<file path="config.mk">
export PLATFORM = sky130hd
export DESIGN_NAME = extended_binary_gcd
export DESIGN_NICKNAME = d
export VERILOG_FILES = /design/src/rtl/egcd_pkg.sv /design/src/rtl/egcd_alu.sv /design/src/rtl/extended_binary_gcd.sv
export SDC_FILE = /design/constraint.sdc
export NUM_CORES = 1
export LEC_CHECK = 0
export BUFFER_PORTS_ARGS = -buffer_cell sky130_fd_sc_hd__buf_2
export CAP_MARGIN = 20
export CORE_ASPECT_RATIO = 1.25
export CORE_UTILIZATION = 55
export DETAILED_ROUTE_END_ITERATION = 7
export HOLD_SLACK_MARGIN = 0.03
export PLACE_DENSITY = 0.74
export SLEW_MARGIN = 15
export SYNTH_ARGS = -nofsm -noshare
export SYNTH_HDL_FRONTEND = slang
export SYNTH_SLANG_ARGS = --single-unit
export TNS_END_PERCENT = 5
</file>
<file path="constraint.sdc">
create_clock -name clk -period 16.2 [get_ports clk]
set_input_delay 3.24 -clock clk [delete_from_list [all_inputs] [get_ports clk]]
set_output_delay 3.24 -clock clk [all_outputs]
set_load 0.005 [all_outputs]
</file>
<file path="src/rtl/egcd_pkg.sv">
// shared types and constants for the binary extended gcd unit
`timescale 1ns / 1ps

package egcd_pkg;

	localparam int OPERAND_BITS = 31;
	localparam int COEF_W       = OPERAND_BITS + 3;
	localparam int COEF_EXT     = COEF_W - OPERAND_BITS;
	localparam int COEF_OUT_W   = 32;
	localparam int SHIFT_W      = $clog2(OPERAND_BITS);

	typedef logic [OPERAND_BITS-1:0] opnd_t;
	typedef logic signed [COEF_W-1:0] coef_t;
	typedef logic signed [COEF_OUT_W-1:0] coef_out_t;
	typedef logic [SHIFT_W-1:0] shift_t;

	typedef enum logic {
		ALU_HALVE,
		ALU_SUB
	} alu_op_t;

	typedef struct packed {
		alu_op_t op;
		opnd_t   m1;
		coef_t   p1;
		coef_t   q1;
		opnd_t   m2;
		coef_t   p2;
		coef_t   q2;
		opnd_t   x;
		opnd_t   y;
	} alu_req_t;

	typedef struct packed {
		opnd_t m;
		coef_t p;
		coef_t q;
	} alu_rsp_t;

	typedef struct packed {
		opnd_t operand_a;
		opnd_t operand_b;
	} in_word_t;

	typedef struct packed {
		opnd_t     gcd_value;
		coef_out_t coef_larger;
		coef_out_t coef_smaller;
		logic      input_error;
	} out_word_t;

	function automatic coef_t zext_coef(input opnd_t val);
		coef_t res;
		res = coef_t'({{COEF_EXT{1'b0}}, val});
		return res;
	endfunction

	function automatic coef_out_t coef_out(input coef_t c);
		logic signed [COEF_W+COEF_OUT_W-1:0] wide;
		wide = c;
		return wide[COEF_OUT_W-1:0];
	endfunction

endpackage

</file>
<file path="src/rtl/egcd_alu.sv">
// shared halve and subtract unit for the magnitude and coefficient pair
`timescale 1ns / 1ps

module egcd_alu (
	input  egcd_pkg::alu_req_t req,
	output egcd_pkg::alu_rsp_t rsp
);

	egcd_pkg::coef_t sum_p;
	egcd_pkg::coef_t sum_q;
	logic            fix;

	always_comb begin
		fix   = req.p1[0] | req.q1[0];
		sum_p = req.p1;
		sum_q = req.q1;
		rsp   = '0;
		case (req.op)
			egcd_pkg::ALU_HALVE: begin
				if (fix) begin
					sum_p = req.p1 + egcd_pkg::zext_coef(req.y);
					sum_q = req.q1 - egcd_pkg::zext_coef(req.x);
				end
				rsp.m = req.m1 >> 1;
				rsp.p = sum_p >>> 1;
				rsp.q = sum_q >>> 1;
			end
			egcd_pkg::ALU_SUB: begin
				rsp.m = req.m1 - req.m2;
				rsp.p = req.p1 - req.p2;
				rsp.q = req.q1 - req.q2;
			end
			default: begin
				rsp = '0;
			end
		endcase
	end

endmodule

</file>
<file path="src/rtl/extended_binary_gcd.sv">
// top level of the binary extended gcd unit: sequencer and operand registers
// an operand of zero gives an error result straight from idle; otherwise the sequencer strips
//   common factors of two, runs halving and subtract steps, then shifts the gcd back up
// a new word is taken only while busy is low, busy stays high until the result strobe
// the result is shown for one cycle with done high and cannot be stalled
// reset clears the sequencer and the strobe, data registers are not reset
`timescale 1ns / 1ps

module extended_binary_gcd (
	input  logic                 clk,
	input  logic                 arst_n,
	input  logic                 start,
	input  egcd_pkg::in_word_t   operands,
	output logic                 busy,
	output logic                 done,
	output egcd_pkg::out_word_t  result
);

	typedef enum logic [1:0] {
		S_IDLE,
		S_STRIP,
		S_LOOP,
		S_SCALE
	} state_t;

	state_t               state_q;
	egcd_pkg::opnd_t      x_q;
	egcd_pkg::opnd_t      y_q;
	egcd_pkg::opnd_t      u_q;
	egcd_pkg::opnd_t      v_q;
	egcd_pkg::coef_t      a_q;
	egcd_pkg::coef_t      b_q;
	egcd_pkg::coef_t      c_q;
	egcd_pkg::coef_t      d_q;
	egcd_pkg::shift_t     shift_q;
	egcd_pkg::alu_req_t   alu_req;
	egcd_pkg::alu_rsp_t   alu_rsp;
	logic                 u_ge_v;
	logic                 accept;

	assign accept = start & ~busy;
	assign u_ge_v = u_q >= v_q;

	// operand selection for the shared unit
	always_comb begin
		alu_req    = '0;
		alu_req.x  = x_q;
		alu_req.y  = y_q;
		alu_req.op = egcd_pkg::ALU_SUB;
		if (!u_q[0]) begin
			alu_req.op = egcd_pkg::ALU_HALVE;
			alu_req.m1 = u_q;
			alu_req.p1 = a_q;
			alu_req.q1 = b_q;
		end else if (!v_q[0]) begin
			alu_req.op = egcd_pkg::ALU_HALVE;
			alu_req.m1 = v_q;
			alu_req.p1 = c_q;
			alu_req.q1 = d_q;
		end else if (u_ge_v) begin
			alu_req.m1 = u_q;
			alu_req.p1 = a_q;
			alu_req.q1 = b_q;
			alu_req.m2 = v_q;
			alu_req.p2 = c_q;
			alu_req.q2 = d_q;
		end else begin
			alu_req.m1 = v_q;
			alu_req.p1 = c_q;
			alu_req.q1 = d_q;
			alu_req.m2 = u_q;
			alu_req.p2 = a_q;
			alu_req.q2 = b_q;
		end
	end

	egcd_alu u_alu (
		.req (alu_req),
		.rsp (alu_rsp)
	);

	always_ff @(posedge clk or negedge arst_n) begin
		if (!arst_n) begin
			state_q <= S_IDLE;
			busy    <= 1'b0;
			done    <= 1'b0;
		end else begin
			done <= 1'b0;
			case (state_q)
				S_IDLE: begin
					if (accept) begin
						if (operands.operand_a == '0 || operands.operand_b == '0) begin
							result.gcd_value    <= '0;
							result.coef_larger  <= '0;
							result.coef_smaller <= '0;
							result.input_error  <= 1'b1;
							done <= 1'b1;
						end else begin
							if (operands.operand_a < operands.operand_b) begin
								x_q <= operands.operand_b;
								y_q <= operands.operand_a;
							end else begin
								x_q <= operands.operand_a;
								y_q <= operands.operand_b;
							end
							shift_q <= '0;
							busy    <= 1'b1;
							state_q <= S_STRIP;
						end
					end
				end
				S_STRIP: begin
					if (!(x_q[0] | y_q[0])) begin
						x_q     <= x_q >> 1;
						y_q     <= y_q >> 1;
						shift_q <= shift_q + 1'b1;
					end else begin
						u_q     <= x_q;
						v_q     <= y_q;
						a_q     <= egcd_pkg::coef_t'(1);
						b_q     <= '0;
						c_q     <= '0;
						d_q     <= egcd_pkg::coef_t'(1);
						state_q <= S_LOOP;
					end
				end
				S_LOOP: begin
					if (u_q == '0) begin
						state_q <= S_SCALE;
					end else if (!u_q[0] || (v_q[0] && u_ge_v)) begin
						u_q <= alu_rsp.m;
						a_q <= alu_rsp.p;
						b_q <= alu_rsp.q;
					end else begin
						v_q <= alu_rsp.m;
						c_q <= alu_rsp.p;
						d_q <= alu_rsp.q;
					end
				end
				S_SCALE: begin
					if (shift_q != '0) begin
						v_q     <= v_q << 1;
						shift_q <= shift_q - 1'b1;
					end else begin
						result.gcd_value    <= v_q;
						result.coef_larger  <= egcd_pkg::coef_out(c_q);
						result.coef_smaller <= egcd_pkg::coef_out(d_q);
						result.input_error  <= 1'b0;
						done    <= 1'b1;
						busy    <= 1'b0;
						state_q <= S_IDLE;
					end
				end
				default: begin
					state_q <= S_IDLE;
					busy    <= 1'b0;
				end
			endcase
		end
	end

endmodule
</file>
==> results of run 1 <==
metal layers:
metal	up-vias	track usage	routed length [um]
li1	11100	-	-
met1	11400	0.403	33000
met2	1066	0.545	39900
met3	260	0.0544	6650
met4	0	0.219	6220
met5	-	0	0
kinds of logic (layout without fill, tap and decap cells):
logic type	after synthesis	after routing
DFF	365	365
xor gates and xnor gates	135	135
buffers and inverters	282	408
and+or+nand+nor	882	882
adders and majority gates	232	232
AOI/OAI and AO/OA	850	850
muxes	211	211
final cells by class:
class / instances / area [um^2]
Tap cell: 658 / 823
Clock inverter: 22 / 214
Fill cell: 4321 / 19700
Sequential cell: 365 / 10900
Multi-Input combinational cell: 2310 / 16000
Clock buffer: 45 / 998
Timing Repair Buffer: 189 / 1030
Inverter: 152 / 571
cell usage in the layout (no fill, tap or decap), types with 29 or more instances in the layout:
| master | synthesis | layout |
|---|---|---|
| a21o_1 | 104 | 104 |
| a21oi_1 | 222 | 220 |
| and2_1 | 78 | 77 |
| buf_2 | 19 | 162 |
| clkbuf_16 | 0 | 39 |
| edfxtp_1 | 361 | 361 |
| ha_1 | 227 | 223 |
| inv_1 | 149 | 149 |
| mux2_2 | 125 | 125 |
| mux2i_1 | 84 | 84 |
| nand2_1 | 380 | 379 |
| nand3_1 | 51 | 51 |
| nand4_1 | 30 | 30 |
| nor2_1 | 173 | 170 |
| nor3_1 | 29 | 29 |
| o211ai_1 | 41 | 41 |
| o21ai_0 | 227 | 227 |
| xnor2_1 | 84 | 84 |
| xor2_1 | 51 | 51 |
flip-flops by register name, indices dropped and copies added, names as in the netlist, 5 cells and up:
name,cells
result,96
a_q,34
b_q,34
c_q,34
d_q,34
u_q,31
v_q,31
x_q,31
y_q,31
shift_q,5
per-stage QoR:
step | util | worst slack, ns
2_1_floorplan | - | 7.07
3_5_place_dp | 0.584 | 9.13
4_1_cts | 0.608 | 9.08
6_report | 0.609 | 8.93
3_3_place_gp | 0.584 | 9.29
5_1_grt | 0.609 | 8.38
worst max-delay path by stage:
| stage | from | end | slack (ns) |
|---|---|---|---|
| floorplan | operands[12] | result[0] | 7.07 |
| global placement | u_q[0] | a_q[32] | 9.29 |
| CTS | u_q[0] | u_q[30] | 9.08 |
| global route | u_q[0] | c_q[32] | 8.38 |
| detailed placement | u_q[0] | a_q[32] | 9.13 |
| finish | u_q[0] | u_q[30] | 8.93 |
synth_stat cells, drive strengths merged, types with 13 or more instances:
cell / number / area share
nand2: 380 / 0.051
edfxtp: 361 / 0.39
o21ai: 243 / 0.044
ha: 227 / 0.10
a21oi: 223 / 0.040
nor2: 173 / 0.023
inv: 150 / 0.020
mux2: 126 / 0.051
a21o: 104 / 0.028
clkbuf: 101 / 0.014
mux2i: 85 / 0.031
xnor2: 84 / 0.026
and2: 78 / 0.017
nand3: 52 / 0.0095
xor2: 51 / 0.016
o211ai: 41 / 0.011
nand4: 31 / 0.0072
nor3: 30 / 0.0056
buf: 29 / 0.0047
nand2b: 26 / 0.0058
nor4: 26 / 0.0064
a211oi: 25 / 0.0067
a31oi: 25 / 0.0056
o21bai: 25 / 0.0067
nor2b: 24 / 0.0054
o22ai: 18 / 0.0040
o21a: 16 / 0.0043
a221oi: 15 / 0.0049
o31ai: 15 / 0.0052
and3: 13 / 0.0029
==> metrics.log, run 1 <==
[metrics] total CTS buffers: 38
[metrics] Synth Area in XOR/XNOR: 0.0423
[metrics] Setup crit end kind: flip-flop
[metrics] predominant post-synthesis flop cell: edfxtp_1
[metrics] count of pins over their slew limit: 0
[metrics] category of cells accounting for the largest share of critical-path delay: compound AO/OA/AOI/OAI gates
[metrics] worst path required time: 16.51 ns
[metrics] Nets: 3353
[metrics] FF-to-FF End: u_q[30]
[metrics] number of logic stages on the critical path including buffering: 22
[metrics] Core Region: 50300 um^2
[metrics] die area: 51700 um^2
[metrics] Tcrit/Tclk final: 0.448
[metrics] via count of the first global-routing pass: 23500
[metrics] Clock Path Buffers: 3
[metrics] Synth Area in Compound Gates: 0.193
[metrics] crit-path max cell delay: 0.84 ns
[metrics] number of diodes added for antenna fixing: 0
[metrics] number of gates given a new drive strength after cts: 0
[metrics] number of distinct standard cells referenced by the synthesized netlist: 86
[metrics] Setup Fix Bufs, Post-CTS: 0
[metrics] Initial Utilization: 0.556
[metrics] register clock-pin slew on the reported worst setup and hold paths: 0.07 ns
[metrics] I/O pin cnt: 163
[metrics] fraction of the yosys area taken by sequential cells: 0.391
[metrics] clock latency reported for the late side of the worst-skew pair: 0.59 ns
[metrics] arrival time of the worst setup path: 7.57 ns
[metrics] horizontal die dimension: 204 um
[metrics] standard cell with the maximum stage delay on the critical path: edfxtp_1
[metrics] final period demand of the worst path: 7.27 ns
[metrics] adder and majority cell fraction of the synthesized area: 0.105
[metrics] number of enable-type register cells in the synthesized netlist: 361
[metrics] Max transition margin: 0.222
[metrics] Detailed Place HPWL: 63100 um
[metrics] final clock skew: 0.0172 ns
[metrics] buffer and inverter count on the worst path: 2
[metrics] Area after DPL: 29400 um^2
[metrics] simple-gate share of the synthesized area: 0.147
[metrics] violation count after the first detailed-routing iteration: 2198
[metrics] drt total wl: 85800 um
[metrics] post-detailed-route count of antenna-violating nets: 0
[metrics] Yosys Warn Count: 0
[metrics] internal reg-to-reg setup slack: 8.93 ns
[metrics] library cell used as clock root buffer: clkbuf_16
[metrics] total standard cell area after synthesis: 27900 um^2
[metrics] final-layout worst hold slack: 0.538 ns
[metrics] number of buffers inserted by port buffering: 162
[metrics] outcome: completed
[metrics] start point of the worst hold path: busy
[metrics] number of placed instances with taps included: 3673
[metrics] Reg2Reg Launch Point: u_q[0]
[metrics] remaining global-route overflow: 0
[metrics] crit path max fanout: 69
[metrics] number of instances in the synthesized netlist: 2957
[metrics] CTS tree: built
[metrics] count of max-cap constraint violations: 0
[metrics] number of instances on the worst hold path: 1
[metrics] Total Routing Usage GR: 0.333
[metrics] pin count of the biggest net entering global routing: 130
[metrics] # rows: 92
[metrics] share of flip-flops with an asynchronous set or reset: 0.0110
[metrics] total vias in the final route: 23900
[metrics] wire length of the first global-routing pass: 132000 um
[metrics] endpoints failing setup: 0
[metrics] worst reg-to-reg path cell count: 22
[metrics] vias per cell: 6.38
[metrics] antenna violations before repair: 0
[metrics] final routed DRC violation total: 0
[metrics] combinational family with the most area after synthesis: compound AO/OA/AOI/OAI gates
[metrics] final weighted congestion in routability-driven placement: 1.04
[metrics] net count after synthesis: 3254
[metrics] maximum frequency from static timing analysis: 138 MHz
[metrics] type of the tightest min-delay check: flip-flop to flip-flop
[metrics] crit path kind: flip-flop to flip-flop
[metrics] mean area per synthesized cell: 9.45 um^2
[metrics] level count of the clock H-tree: 2
[metrics] mux cell area share after synthesis: 0.0817
[metrics] crit path cell chain: inv_1 > ha_1 > nand3_1 > nor2_1 > a311oi_1 > nand3_1 > o21ai_2 > nand2_4 > buf_4 > o21ai_0 > ha_1 > a21o_1 > a21o_1 > a221oi_1 > o21a_1 > o31ai_1 > a21oi_1 > o21bai_1 > a311o_1 > a21oi_1 > xnor2_1 > o22ai_1
[metrics] DIE HEIGHT: 254 um
[metrics] #FFs+latches synth: 365
[metrics] final hold violations: 0
[metrics] clock sink count: 365
[metrics] kind of start point of the critical path: flip-flop
[metrics] sink of the worst hold path: busy
[metrics] setup TNS: 0 ns
[metrics] cts hold-fix bufs: 0
[metrics] Detailed Routing Iterations Pass 1: 7
[metrics] Area Growth Syn to Fin: 9.56%
[metrics] post-route cell area: 30600 um^2
[metrics] RSZ-0062 raised after global routing: no
[metrics] number of cells in the finished layout apart from fillers: 3741
[metrics] average detailed-routed wire length per instance: 22.9 um
[metrics] fraction of final layout cells sized beyond drive strength 1: 0.137
[metrics] slew at the pin closest to its max-slew limit: 1.16 ns
Power of run 1 is left out: the tool's default activity adds up to more than one toggle a clock period on the data nets, which glitch-free logic cannot reach.
==> run 2: changes to the inputs <==
==> constraint.sdc (replaced) <==
create_clock -name clk -period 6.8 [get_ports clk]
set_input_delay 1.36 -clock clk [delete_from_list [all_inputs] [get_ports clk]]
set_output_delay 1.36 -clock clk [all_outputs]
set_load 0.005 [all_outputs]
==> metrics.log, run 2 (synthesis results as in run 1) <==
[metrics] level count of the clock H-tree: 2 (unchanged)
[metrics] worst path required time: 7.10 ns (-9.41 ns)
[metrics] global route hottest layer: met2
[metrics] pre-CTS setup slack: 0.652 ns (-8.48 ns)
[metrics] average detailed-routed wire length per instance: 23.3 um (+1.7%)
[metrics] total CTS buffers: 39 (+2.6%)
[metrics] horizontal die dimension: 204 um (unchanged)
[metrics] Max transition margin: 0.243 (+0.0210)
[metrics] final hold violations: 0 (unchanged)
[metrics] clock latency reported for the late side of the worst-skew pair: 0.59 ns (about the same)
[metrics] DIE HEIGHT: 254 um (unchanged)
[metrics] most common library cell in the layout ignoring fill and taps: nand2_1
[metrics] final routed DRC violation total: 0 (unchanged)
[metrics] sink of the worst hold path: busy
[metrics] die area: 51700 um^2 (unchanged)
[metrics] number of instances on the worst hold path: 1 (unchanged)
[metrics] register ranked first by flip-flop count: result
[metrics] post-detailed-route count of antenna-violating nets: 0 (unchanged)
[metrics] Setup crit end kind: flip-flop
[metrics] Nets: 3375 (+0.66%)
[metrics] fraction of the core area covered by cells at the end of the flow: 0.614 (+0.00567)
[metrics] slew at the pin closest to its max-slew limit: 1.14 ns (-0.0288 ns)
[metrics] vias per cell: 6.37 (-0.19%)
[metrics] count of pins over their slew limit: 0 (unchanged)
[metrics] setup TNS: 0 ns (unchanged)
[metrics] met1 routing resource usage after global routing: 0.406 (+0.00321)
[metrics] Reg2Reg Launch Point: u_q[14]
[metrics] start point of the worst hold path: busy
[metrics] Initial Utilization: 0.556 (unchanged)
[metrics] pin count of the biggest net entering global routing: 130 (unchanged)
[metrics] outcome: completed
[metrics] highest-count cells in the layout ignoring fill and taps: nand2_1, edfxtp_1, o21ai_0
[metrics] # rows: 92 (unchanged)
[metrics] final clock skew: 0.0326 ns (+0.0155 ns)
[metrics] maximum frequency from static timing analysis: 158 MHz (+15%)
[metrics] Clock Path Buffers: 3 (unchanged)
[metrics] Tcrit/Tclk final: 0.932 (+0.483)
[metrics] type of the tightest min-delay check: flip-flop to flip-flop
[metrics] crit path max fanout: 83 (+20%)
[metrics] remaining global-route overflow: 0 (unchanged)
[metrics] library cell used as clock root buffer: clkbuf_16
[metrics] arrival time of the worst setup path: 6.64 ns (-0.93 ns)
[metrics] final period demand of the worst path: 6.33 ns (-0.931 ns)
[metrics] violation count after the first detailed-routing iteration: 2004 (-8.8%)
[metrics] drt total wl: 87800 um (+2.3%)
[metrics] filler cell count: 4242 (-1.8%)
[metrics] Detailed Routing Iterations Pass 1: 6 (-1)
[metrics] Detailed Place HPWL: 65300 um (+3.4%)
[metrics] cts hold-fix bufs: 0 (unchanged)
[metrics] final critical-path setup slack: 0.465 ns (-8.47 ns)
[metrics] final weighted congestion in routability-driven placement: 0.985 (-5.7%)
[metrics] crit path kind: flip-flop to flip-flop
[metrics] clock sink count: 365 (unchanged)
[metrics] internal reg-to-reg setup slack: 0.47 ns (-8.47 ns)
[metrics] RSZ-0062 raised after global routing: no
[metrics] Total Routing Usage GR: 0.338 (+0.00549)
[metrics] total vias in the final route: 24000 (+0.48%)
[metrics] number of gates given a new drive strength after cts: 0 (unchanged)
[metrics] endpoints failing setup: 0 (unchanged)
[metrics] count of max-cap constraint violations: 0 (unchanged)
[metrics] number of buffers inserted by port buffering: 162 (unchanged)
[metrics] wire length of the first global-routing pass: 133000 um (+0.94%)
[metrics] via count of the first global-routing pass: 23500 (+0.19%)
[metrics] FF-to-FF End: u_q[29]
[metrics] CTS tree: built
[metrics] Core Region: 50300 um^2 (unchanged)
[metrics] register clock-pin slew on the reported worst setup and hold paths: 0.07 ns (about the same)
[metrics] met2 Usage GRT: 0.550 (+0.00496)
[metrics] I/O pin cnt: 163 (unchanged)
[metrics] Setup Fix Bufs, Post-CTS: 0 (unchanged)
[metrics] flip-flop count of the largest register, all copies and words added: 96 (unchanged)
[metrics] worst reg-to-reg path cell count: 22 (unchanged)
[metrics] antenna violations before repair: 1 (+1)
[metrics] met3 capacity usage during global routing: 0.0653 (+0.0109)
[metrics] kind of start point of the critical path: flip-flop
[metrics] fraction of final layout cells sized beyond drive strength 1: 0.143 (+0.00667)
[metrics] Area Growth Syn to Fin: 10.6%
run 2: cell count changes in the layout (fill, tap and decap cells not counted), sizes merged:
cell,before,now
buf,189,210
clkbuf,45,42
clkinvlp,4,3
diode,0,1
inv,150,152
bufinv,3,6
clkinv,17,19
run 2: worst max-delay path by stage:
stage	startpoint	endpoint	slack (ns)	depth (start not counted)
2_1_floorplan	state_q[0]	a_q[0]	-0.49	6
3_3_place_gp	u_q[13]	u_q[30]	0.67	22
3_5_place_dp	u_q[10]	u_q[29]	0.65	22
4_1_cts	u_q[10]	u_q[29]	0.62	22
5_1_grt	u_q[30]	d_q[30]	0.19	23
6_report	u_q[14]	u_q[29]	0.47	22
run 2: per-stage QoR:
| stage | cells | cell area (um^2) | hold WS (ns) |
|---|---|---|---|
| 2_1_floorplan | 2957 | 27900 | 0.518 |
| 3_3_place_gp | 3694 | 29600 | 0.503 |
| 3_5_place_dp | 3694 | 29600 | 0.512 |
| 4_1_cts | 3764 | 30900 | 0.525 |
| 5_1_grt | 3765 | 30900 | 0.547 |
| 6_report | 3766 | 30900 | 0.524 |
run 2: layout make-up:
class | count | area (um^2) | area share
antenna | 1 | 2.50 | 0.0000810
inverter | 152 | 571 | 0.0185
clock inverter | 28 | 312 | 0.0101
tap | 658 | 823 | 0.0266
multi-input combinational | 2310 | 16000 | 0.519
sequential | 365 | 10900 | 0.354
timing repair buffer | 210 | 1210 | 0.0391
clock buffer | 42 | 1010 | 0.0326
run 2: worst max-delay path, stage by stage, from the launching register on:
cell and delay (ns):
edfxtp_1 0.45, ha_1 0.34, and4_1 0.22, and2_1 0.19, a311oi_1 0.29, buf_4 0.18
nand3_1 0.16, o21ai_2 0.36, nand2_4 0.14, buf_12 0.24, o21ai_0 0.36, ha_1 0.36
a21o_1 0.18, a21o_1 0.17, a21oi_1 0.18, o31ai_1 0.11, a41oi_2 0.33, o211ai_1 0.26
o221ai_1 0.45, o21ai_1 0.25, a221oi_2 0.48, mux2i_1 0.23, a311oi_1 0.07
run 2: per-layer routing:
| metal | wire length, um | part of all wire |
|---|---|---|
| met5 | 0 | 0 |
| met4 | 6030 | 0.069 |
| met3 | 6960 | 0.079 |
| met2 | 40900 | 0.47 |
| met1 | 34000 | 0.39 |
Power of run 2 is left out for the same reason.
